==> src/rtl/mlpq_pkg.sv <==
// ----------------------------------------------------------------------------
// mlpq_pkg: shared types and constants of the multilevel priority FIFO
// Sizes, status codes, transfer structs and the controller/datapath link.
// ----------------------------------------------------------------------------
package mlpq_pkg;

  // Sizing
  localparam int LEVELS       = 5;
  localparam int DEPTH        = 16;
  localparam int PAYLOAD_BITS = 32;

  // Fixed field widths
  localparam int LEVEL_BITS = 3;
  localparam int DATA_BITS  = 32;
  localparam int MASK_BITS  = 5;

  // Derived widths
  localparam int LVL_W   = (LEVELS > 1) ? $clog2(LEVELS) : 1;
  localparam int PTR_W   = (DEPTH > 1) ? $clog2(DEPTH) : 1;
  localparam int CNT_W   = $clog2(DEPTH + 1);
  localparam int WORDS   = LEVELS * DEPTH;
  localparam int ADDR_W  = $clog2(WORDS);
  localparam int STORE_W = (PAYLOAD_BITS < DATA_BITS) ? PAYLOAD_BITS : DATA_BITS;
  localparam int EXT_W   = MASK_BITS + LEVELS;

  typedef enum logic {
    KIND_INSERT = 1'b0,
    KIND_REMOVE = 1'b1
  } kind_t;

  typedef enum logic [1:0] {
    ST_OK    = 2'd0,
    ST_RANGE = 2'd1,
    ST_FULL  = 2'd2,
    ST_EMPTY = 2'd3
  } status_t;

  typedef struct packed {
    kind_t                 kind;
    logic [LEVEL_BITS-1:0] level;
    logic [DATA_BITS-1:0]  payload;
  } req_t;

  typedef struct packed {
    status_t               status;
    logic [DATA_BITS-1:0]  data_out;
    logic [LEVEL_BITS-1:0] level_out;
    logic [MASK_BITS-1:0]  empty_mask;
    logic                  all_empty;
  } rsp_t;

  // Controller to datapath commands
  typedef struct packed {
    logic capture;
    logic execute;
    logic finish_read;
  } ctl_cmd_t;

  // Datapath to controller status
  typedef struct packed {
    logic remove;
  } dp_stat_t;

endpackage

==> src/rtl/mlpq_ram.sv <==
// ----------------------------------------------------------------------------
// mlpq_ram: generic single-write, single-read RAM
// One write port and one read port, read data registered.
// ----------------------------------------------------------------------------
module mlpq_ram #(
  parameter int WIDTH = 32,
  parameter int WORDS = 16
) (
  input  logic                     clk,
  input  logic                     we,
  input  logic [$clog2(WORDS)-1:0] waddr,
  input  logic [WIDTH-1:0]         wdata,
  input  logic                     re,
  input  logic [$clog2(WORDS)-1:0] raddr,
  output logic [WIDTH-1:0]         rdata
);

  logic [WIDTH-1:0] mem [WORDS];

  // Write and registered read
  always_ff @(posedge clk) begin
    if (we) begin
      mem[waddr] <= wdata;
    end
    if (re) begin
      rdata <= mem[raddr];
    end
  end

endmodule

==> src/rtl/mlpq_ctrl.sv <==
// ----------------------------------------------------------------------------
// mlpq_ctrl: sequencing state machine
// Accepts a request, runs the execute step, waits for the entry read on a
// remove and strobes the result for one cycle.
// ----------------------------------------------------------------------------
module mlpq_ctrl (
  input  logic               clk,
  input  logic               rst,
  input  logic               start,
  output logic               busy,
  output logic               done,
  input  mlpq_pkg::dp_stat_t stat,
  output mlpq_pkg::ctl_cmd_t cmd
);

  typedef enum logic [1:0] {
    S_IDLE,
    S_EXEC,
    S_READ,
    S_RESP
  } state_t;

  state_t state;

  // Drive datapath commands
  always_comb begin
    cmd.capture     = start && !busy;
    cmd.execute     = (state == S_EXEC);
    cmd.finish_read = (state == S_READ);
  end

  // Hold state, busy and result strobe
  always_ff @(posedge clk) begin
    if (rst) begin
      state <= S_IDLE;
      busy  <= 1'b0;
      done  <= 1'b0;
    end else begin
      unique case (state) inside
        S_IDLE, S_RESP: begin
          done <= 1'b0;
          if (start) begin
            state <= S_EXEC;
            busy  <= 1'b1;
          end else begin
            state <= S_IDLE;
          end
        end
        S_EXEC: begin
          if (stat.remove) begin
            state <= S_READ;
          end else begin
            state <= S_RESP;
            busy  <= 1'b0;
            done  <= 1'b1;
          end
        end
        S_READ: begin
          state <= S_RESP;
          busy  <= 1'b0;
          done  <= 1'b1;
        end
        default: begin
          state <= S_IDLE;
          busy  <= 1'b0;
          done  <= 1'b0;
        end
      endcase
    end
  end

endmodule

==> src/rtl/mlpq_dp.sv <==
// ----------------------------------------------------------------------------
// mlpq_dp: queue datapath
// Request register, per-level head/tail pointers and fill counts, the shared
// entry store and the result registers.
// ----------------------------------------------------------------------------
module mlpq_dp (
  input  logic               clk,
  input  logic               rst,
  input  mlpq_pkg::req_t     req,
  input  mlpq_pkg::ctl_cmd_t cmd,
  output mlpq_pkg::dp_stat_t stat,
  output mlpq_pkg::rsp_t     rsp
);

  mlpq_pkg::req_t req_q;

  logic [mlpq_pkg::PTR_W-1:0] head_ptr   [mlpq_pkg::LEVELS];
  logic [mlpq_pkg::PTR_W-1:0] tail_ptr   [mlpq_pkg::LEVELS];
  logic [mlpq_pkg::CNT_W-1:0] fill_count [mlpq_pkg::LEVELS];

  mlpq_pkg::status_t                 res_status;
  logic [mlpq_pkg::DATA_BITS-1:0]    res_data;
  logic [mlpq_pkg::LEVEL_BITS-1:0]   res_level;
  logic                              res_found;

  logic [mlpq_pkg::LEVELS-1:0]       empty;
  logic [mlpq_pkg::EXT_W-1:0]        empty_ext;
  logic                              any_full;
  logic [mlpq_pkg::LVL_W-1:0]        sel;
  logic [mlpq_pkg::LVL_W-1:0]        ins_lvl;
  logic                              in_range;
  logic                              ins_full;
  logic                              do_write;
  logic                              do_read;
  logic [mlpq_pkg::ADDR_W-1:0]       waddr;
  logic [mlpq_pkg::ADDR_W-1:0]       raddr;
  logic [mlpq_pkg::STORE_W-1:0]      rdata;

  // Capture the request on transfer
  always_ff @(posedge clk) begin
    if (cmd.capture) begin
      req_q <= req;
    end
  end

  assign stat.remove = (req_q.kind == mlpq_pkg::KIND_REMOVE);

  // Flag empty levels and pick the lowest occupied one
  always_comb begin
    sel = '0;
    for (int i = 0; i < mlpq_pkg::LEVELS; i++) begin
      empty[i] = (fill_count[i] == '0);
    end
    for (int i = mlpq_pkg::LEVELS - 1; i >= 0; i--) begin
      if (!empty[i]) begin
        sel = mlpq_pkg::LVL_W'(i);
      end
    end
    any_full = ~&empty;
  end

  // Decode the insert
  assign in_range = ({1'b0, req_q.level} < (mlpq_pkg::LEVEL_BITS + 1)'(mlpq_pkg::LEVELS));
  assign ins_lvl  = req_q.level[mlpq_pkg::LVL_W-1:0];
  assign ins_full = (fill_count[ins_lvl] == mlpq_pkg::CNT_W'(mlpq_pkg::DEPTH));
  assign do_write = cmd.execute && !stat.remove && in_range && !ins_full;
  assign do_read  = cmd.execute && stat.remove && any_full;

  // Form store addresses
  assign waddr = mlpq_pkg::ADDR_W'(ins_lvl) * mlpq_pkg::ADDR_W'(mlpq_pkg::DEPTH)
               + mlpq_pkg::ADDR_W'(tail_ptr[ins_lvl]);
  assign raddr = mlpq_pkg::ADDR_W'(sel) * mlpq_pkg::ADDR_W'(mlpq_pkg::DEPTH)
               + mlpq_pkg::ADDR_W'(head_ptr[sel]);

  mlpq_ram #(
    .WIDTH (mlpq_pkg::STORE_W),
    .WORDS (mlpq_pkg::WORDS)
  ) u_store (
    .clk   (clk),
    .we    (do_write),
    .waddr (waddr),
    .wdata (req_q.payload[mlpq_pkg::STORE_W-1:0]),
    .re    (do_read),
    .raddr (raddr),
    .rdata (rdata)
  );

  // Advance pointers and fill counts
  always_ff @(posedge clk) begin
    if (rst) begin
      for (int i = 0; i < mlpq_pkg::LEVELS; i++) begin
        head_ptr[i]   <= '0;
        tail_ptr[i]   <= '0;
        fill_count[i] <= '0;
      end
    end else begin
      if (do_write) begin
        tail_ptr[ins_lvl] <= (tail_ptr[ins_lvl] == mlpq_pkg::PTR_W'(mlpq_pkg::DEPTH - 1))
                           ? '0 : tail_ptr[ins_lvl] + 1'b1;
        fill_count[ins_lvl] <= fill_count[ins_lvl] + 1'b1;
      end
      if (do_read) begin
        head_ptr[sel] <= (head_ptr[sel] == mlpq_pkg::PTR_W'(mlpq_pkg::DEPTH - 1))
                       ? '0 : head_ptr[sel] + 1'b1;
        fill_count[sel] <= fill_count[sel] - 1'b1;
      end
    end
  end

  // Hold the result fields
  always_ff @(posedge clk) begin
    if (cmd.execute) begin
      res_data  <= '0;
      res_level <= '0;
      res_found <= 1'b0;
      if (stat.remove) begin
        if (any_full) begin
          res_status <= mlpq_pkg::ST_OK;
          res_level  <= mlpq_pkg::LEVEL_BITS'(sel);
          res_found  <= 1'b1;
        end else begin
          res_status <= mlpq_pkg::ST_EMPTY;
        end
      end else if (!in_range) begin
        res_status <= mlpq_pkg::ST_RANGE;
      end else if (ins_full) begin
        res_status <= mlpq_pkg::ST_FULL;
      end else begin
        res_status <= mlpq_pkg::ST_OK;
      end
    end else if (cmd.finish_read && res_found) begin
      res_data <= mlpq_pkg::DATA_BITS'(rdata);
    end
  end

  // Report the result with the current empty flags
  assign empty_ext = mlpq_pkg::EXT_W'(empty);

  always_comb begin
    rsp.status     = res_status;
    rsp.data_out   = res_data;
    rsp.level_out  = res_level;
    rsp.empty_mask = empty_ext[mlpq_pkg::MASK_BITS-1:0];
    rsp.all_empty  = &empty;
  end

endmodule

==> src/rtl/multilevel_priority_fifo.sv <==
// ----------------------------------------------------------------------------
// multilevel_priority_fifo: per-level FIFOs served lowest level first
// Inserts append to one level's FIFO, removes pop the head of the lowest
// occupied level; every request yields one result with the empty flags.
//
//   channel   handshake          payload
//   request   start / busy       req  (kind, level, payload)
//   result    done (one cycle)   rsp  (status, data_out, level_out,
//                                      empty_mask, all_empty)
//
// An insert runs through the execute state to its result; a remove adds
// the read state, the registered read of the shared entry store. A new
// request is taken in the cycle its predecessor's result is shown. Reset
// clears the pointers and fill counts at once; the entry store needs no
// clearing. The receiver cannot stall: done is high for exactly one cycle.
// ----------------------------------------------------------------------------
module multilevel_priority_fifo (
  input  logic           clk,
  input  logic           rst,
  input  logic           start,
  output logic           busy,
  input  mlpq_pkg::req_t req,
  output logic           done,
  output mlpq_pkg::rsp_t rsp
);

  mlpq_pkg::ctl_cmd_t cmd;
  mlpq_pkg::dp_stat_t stat;

  mlpq_ctrl u_ctrl (
    .clk   (clk),
    .rst   (rst),
    .start (start),
    .busy  (busy),
    .done  (done),
    .stat  (stat),
    .cmd   (cmd)
  );

  mlpq_dp u_dp (
    .clk  (clk),
    .rst  (rst),
    .req  (req),
    .cmd  (cmd),
    .stat (stat),
    .rsp  (rsp)
  );

endmodule
==> config.mk <==
export PLATFORM = sky130hd
export DESIGN_NAME = multilevel_priority_fifo
export DESIGN_NICKNAME = d
export VERILOG_FILES = /design/src/rtl/mlpq_pkg.sv /design/src/rtl/mlpq_ram.sv /design/src/rtl/mlpq_ctrl.sv /design/src/rtl/mlpq_dp.sv /design/src/rtl/multilevel_priority_fifo.sv
export SDC_FILE = /design/constraint.sdc
export NUM_CORES = 2
export LEC_CHECK = 0
export BUFFER_PORTS_ARGS = -buffer_cell sky130_fd_sc_hd__buf_2
export CAP_MARGIN = 20
export CELL_PAD_IN_SITES_DETAIL_PLACEMENT = 2
export CELL_PAD_IN_SITES_GLOBAL_PLACEMENT = 2
export CORE_MARGIN = 2
export CORE_UTILIZATION = 51
export DETAILED_ROUTE_END_ITERATION = 7
export PLACE_DENSITY = 0.95
export SKIP_LAST_GASP = 1
export SYNTH_ARGS = -nofsm -noshare
export SYNTH_HDL_FRONTEND = slang
export SYNTH_SLANG_ARGS = --single-unit
==> constraint.sdc <==
create_clock -name clk -period 9.25 [get_ports clk]
set_clock_uncertainty 0.05 [all_clocks]
set_input_delay 0.4625 -clock clk [delete_from_list [all_inputs] [get_ports clk]]
set_output_delay 0.4625 -clock clk [all_outputs]
set_load 0.02 [all_outputs]
==> flow_summary.yaml, run 1 <==
logic_synthesis:
  syn-instance-count: 7032
  synth_cell_types: 95
  synth_compound_area_share_pct: 6.873
  synth_top_family_by_area: "simple AND/OR/NAND/NOR gates"
  synth-edff-count: 2726
  synthAdderAreaFrac_pct: 0.08044
  ys.flop_type: "edfxtp_1"
  synth_xor_area_share_pct: 0.06435
  synthMuxAreaShare_pct: 5.819
  yosys-top-cells-area: "edfxtp_1 75%, nand2_1 4.9%, mux4_2 3.2%"
  ys_async_sr_fraction_pct: 0
  syn_area_sq_um: 108900
  synth_top_area_share_pct: 75.18
  ys_seq_area_share_pct: 75.90
  yosys.area_share.simple_pct: 8.741
  yosysWarnings: 0
  syn_area_per_cell_sq_um: 15.48
  yosysTopAreaCell: "edfxtp_1"
  ys_seq_elements: 2765
die:
  initial_core_util_pct: 51.34
  die_x_um: 466.0
  die_h_um: 466.0
  fp-row-count: 169
  io_pins: 84
clock_tree:
  h-tree-depth: 5
  numCtsBuffers: 307
  hold_buffers: 38
  cts_resized: 0
  cts-root-buf: "clkbuf_16"
  clock_sinks: 2765
  cts_setup_buffers: 0
  clk_path_buf_depth: 4
status:
  status: "aborted with a tool error"
  failing_step: "clock tree synthesis (4_1_cts)"
  error_line: "[ERROR DPL-0033] detailed placement checks failed during check placement."
placed_design:
  place_congestion: 0.9227
  post-dp-hpwl_um: 294800
  portBuffers: 83
## Yosys cell counts (8+ instances only)
cell	count
edfxtp_1	2726
nand2_1	1415
nand3_1	436
a21oi_1	382
mux2i_1	231
nor2_1	188
mux4_2	154
o211ai_1	153
clkbuf_1	152
buf_2	135
a31oi_1	107
inv_1	77
a221oi_1	67
buf_4	66
a32oi_1	57
dfxtp_1	39
o2111ai_1	39
a221o_1	36
o21ai_0	35
buf_1	33
buf_6	33
and3_1	32
a22oi_1	30
nand4_1	28
mux2_2	26
nor4_1	22
nand2b_1	19
o22ai_1	19
or3_1	18
a2111oi_0	16
nor3_1	14
o2bb2ai_1	13
a211oi_1	12
a32o_1	11
o21ai_1	11
a31o_2	10
mux4_1	10
a41oi_1	9
a22o_1	8
buf_12	8
o31ai_1	8
## metrics by stage
step | cell area (sq um) | utilization, % | setup WS, ns | instances
after global placement | 113200 | 53.37 | 1.981 | 9754
after floorplan | 109000 | - | 4.845 | 7058
after detailed placement | 113300 | 53.40 | 2.091 | 9761
## cell families after synthesis
kind of cell	Yosys count
DFF	2765
and+or+nand+nor	2228
AOI/OAI and AO/OA	1093
buffers and inverters	509
muxes	421
xor gates and xnor gates	8
adders and majority gates	7
other	1
==> run 2, diff against run 1 <==
- CELL_PAD_IN_SITES_DETAIL_PLACEMENT: 2 -> unset
- CELL_PAD_IN_SITES_GLOBAL_PLACEMENT: 2 -> unset
- CORE_UTILIZATION: 51 -> 40
- PLACE_DENSITY: 0.95 -> unset
- PLACE_DENSITY_LB_ADDON: unset -> 0.15
==> run 2 against run 1 <==
  * Synthesized cell count stayed put
  * The flow now finishes without violations
  * Synthesized area unchanged
==> flow_summary.yaml, run 2 <==
status:
  status: "completed"
worst_setup_path:
  r2r_setup_slack_ns: 2.34
  r2r-start: "u_dp.fill_count[1][0]"
  r2r_end: "u_dp.u_store.rdata[13]"
  critical_path_class: "reg -> reg"
  cpMaxStageDelayCell: "a2111oi_1"
  cp_data_arrival_time_ns: 7.61
  start_kind: "register"
  cp_max_fo: 163
  crit_path_cell_trace: "or4_1 -> nor4_4 -> nand4_1 -> o21ai_4 -> buf_4 -> o21ai_4 -> inv_16 -> buf_12 -> mux2i_1 -> a32oi_1 -> a31oi_1 -> a2111oi_1 -> buf_4 -> or4_1"
  r2r_cells: 14
  critPathMaxStageDelay_ns: 1.12
  worst_setup_path_end_kind: "register"
  required_ns: 9.95
logic_synthesis:
  yosysTopAreaCell: "edfxtp_1"
  syn-instance-count: 7032
  synth_cell_types: 95
  synth.most_common_cell: "edfxtp_1"
  ys_seq_area_share_pct: 75.90
  syn_area_per_cell_sq_um: 15.48
  yosys-top-cells-area: "edfxtp_1 75%, nand2_1 4.9%, mux4_2 3.2%"
  ys.flop_type: "edfxtp_1"
  ys_seq_elements: 2765
  synth-edff-count: 2726
  ys_top_cells_by_count: "2,726 x edfxtp_1, 1,415 x nand2_1, 436 x nand3_1"
  ys_async_sr_fraction_pct: 0
  yosysWarnings: 0
  synth_top_area_share_pct: 75.18
  syn_area_sq_um: 108900
drt:
  vias: 66539
  avgViaCountPerCell: 5.977
  wl_per_cell_um: 33.51
  drt-initial-drc-count: 10055
  drc: 0
  ant_nets: 0
  first_pass_iters: 6
  wirelength_um: 373000
clock_tree:
  clk_pin_slew_ns: 0.06
  clk_latency_ns: 0.91
  cts_tree: "yes"
  cts_resized: 0
  numCtsBuffers: 301
  h-tree-depth: 5
  clk_path_buf_depth: 4
  clock_sinks: 2765
  cts-root-buf: "clkbuf_16"
power_and_ir_drop:
  ir_drop_mv: 0.1695
  p_per_area_nw_per_um2: 248.0
  power_leakage_uw: 0.04053
timing:
  finalHoldViolations: 0
  rsz0062_at_grt: "false"
  fin_crit_sh_pct: 74.68
  slew_violations: 0
  period_needed_ns: 6.908
  fmax_mhz: 144.8
  setup_tns_ns: 0
  setup_viol: 0
  slew-limit-headroom_pct: 18.12
  worst_slew_pin_slew_ns: 1.217
final_layout:
  multiInputGateArea_sq_um: 24510
  largest_reg_flops: 2560
  instances_no_fill: 11133
  reg_top3: "u_dp.u_store.mem (2560), u_dp.fill_count (40)"
  top_register: "u_dp.u_store.mem"
  final_cell_mix: "2,726 x edfxtp_1, 1,405 x nand2_1, 436 x nand3_1, 381 x a21oi_1, 311 x clkbuf_16"
  regArea_sq_um: 82640
  fillers: 23543
  final_layout_size_suffix_gt1_share_pct: 14.44
  layout_commonest_cell: "edfxtp_1"
  areaGrowthSynthToFinish_pct: 14.20
  final_nets: 7372
  fin_area_sq_um: 124300
global_routing:
  antenna_found_initial: 30
  grt_pass1_wl_um: 511900
  grt_overflow: 0
  track_usage_pct: 26.39
  grt_max_degree: 164
  grt_pass1_vias: 62623
placed_design:
  post-dp-hpwl_um: 209200
  place_congestion: 0.8471
  dp.cells: 10552
  place_area_sq_um: 114700
  portBuffers: 83
worst_hold_path:
  hold_start: "req[20]"
  min_to: "u_dp.req_q[20]"
  hp-class: "in -> reg"
  min_path_cells: 2
die:
  die-area_sq_um: 276400
  die_h_um: 525.7
  coreArea_sq_um: 270800
  io_pins: 84
  fp-row-count: 191
  initial_core_util_pct: 40.21
  die_x_um: 525.7
run:
  drv_cap: 0
[run 2: kinds of logic (layout without fill, tap and decap cells)]
kind of cell,count (synthesis),after routing,share of synthesized area [%]
other cells,1,46,0.003444
fa+ha+maj,7,7,0.08044
flops,2765,2765,75.90
simple gates,2228,2228,8.741
mux,421,421,5.819
xor+xnor,8,8,0.06436
compound gates,1093,1093,6.873
buf+inv,509,995,2.518
[run 2: per-stage QoR]
| step | setup WS [ns] | util [%] | hold WS [ns] | total power, uW |
|---|---|---|---|---|
| 2_1_floorplan | 4.845 | - | 0.4213 | 17540 |
| 3_3_place_gp | 1.668 | 42.25 | 0.3933 | 19470 |
| 3_5_place_dp | 2.534 | 42.34 | 0.3953 | 19530 |
| 4_1_cts | 2.493 | 45.89 | 0.1832 | 30980 |
| 5_1_grt | 2.305 | 45.92 | 0.2242 | 31750 |
| 6_report | 2.342 | 45.92 | 0.2156 | 30840 |
[run 2: worst max path at each step]
stage                                    endpoint             startpoint  cells past startpoint  slack (ns)
after floorplan           u_dp.u_store.mem[64][0]               register                      7        4.84
after detailed placement   u_dp.u_store.rdata[10]  u_dp.fill_count[1][1]                     14        2.53
after global placement      u_dp.u_store.rdata[8]  u_dp.fill_count[1][1]                     13        1.67
after CTS                  u_dp.u_store.rdata[10]  u_dp.fill_count[1][1]                     14        2.49
after global routing       u_dp.u_store.rdata[13]  u_dp.fill_count[1][0]                     14        2.31
final                      u_dp.u_store.rdata[13]  u_dp.fill_count[1][0]                     14        2.34
[run 2: critical path: cells and delay by family (launching register included)]
family                 cells  cell delay, ns
AO/OA/AOI/OAI              5            1.88
multiplexers               1            0.16
buffers and inverters      4            1.98
flip-flops                 1            0.43
AND/OR/NAND/NOR            4            1.82
[run 2: power by group]
part           total (uW)  internal (uW)  switching, uW
logic                4930           1340           3590
registers           14400          14200            147
clock network       11500           6620           4900
[run 2: metal layers]
layer	share of wire (%)	GRT usage [%]
met5	0.0035	0
met4	3.5	9.027
met3	9.4	4.618
met2	46	40.65
met1	41	37.80
[run 2: final cells by class]
| type | instances | area share (%) |
|---|---|---|
| Clock inverter | 134 | 0.8754 |
| Sequential cell | 2765 | 66.46 |
| Multi-Input combinational cell | 3784 | 19.71 |
| Inverter | 79 | 0.2576 |
| Tap cell | 3570 | 3.592 |
| Antenna cell | 19 | 0.03824 |
| Clock buffer | 387 | 6.545 |
| Timing Repair Buffer | 395 | 2.517 |
[run 2: timing repair]
| action | 4_1_cts | 5_1_grt |
|---|---|---|
| buffers inserted | 0 | 0 |
| endpoints found under the hold margin | 46 | 0 |
| hold buffers | 38 | 0 |
(Power assumes the default switching activity.)
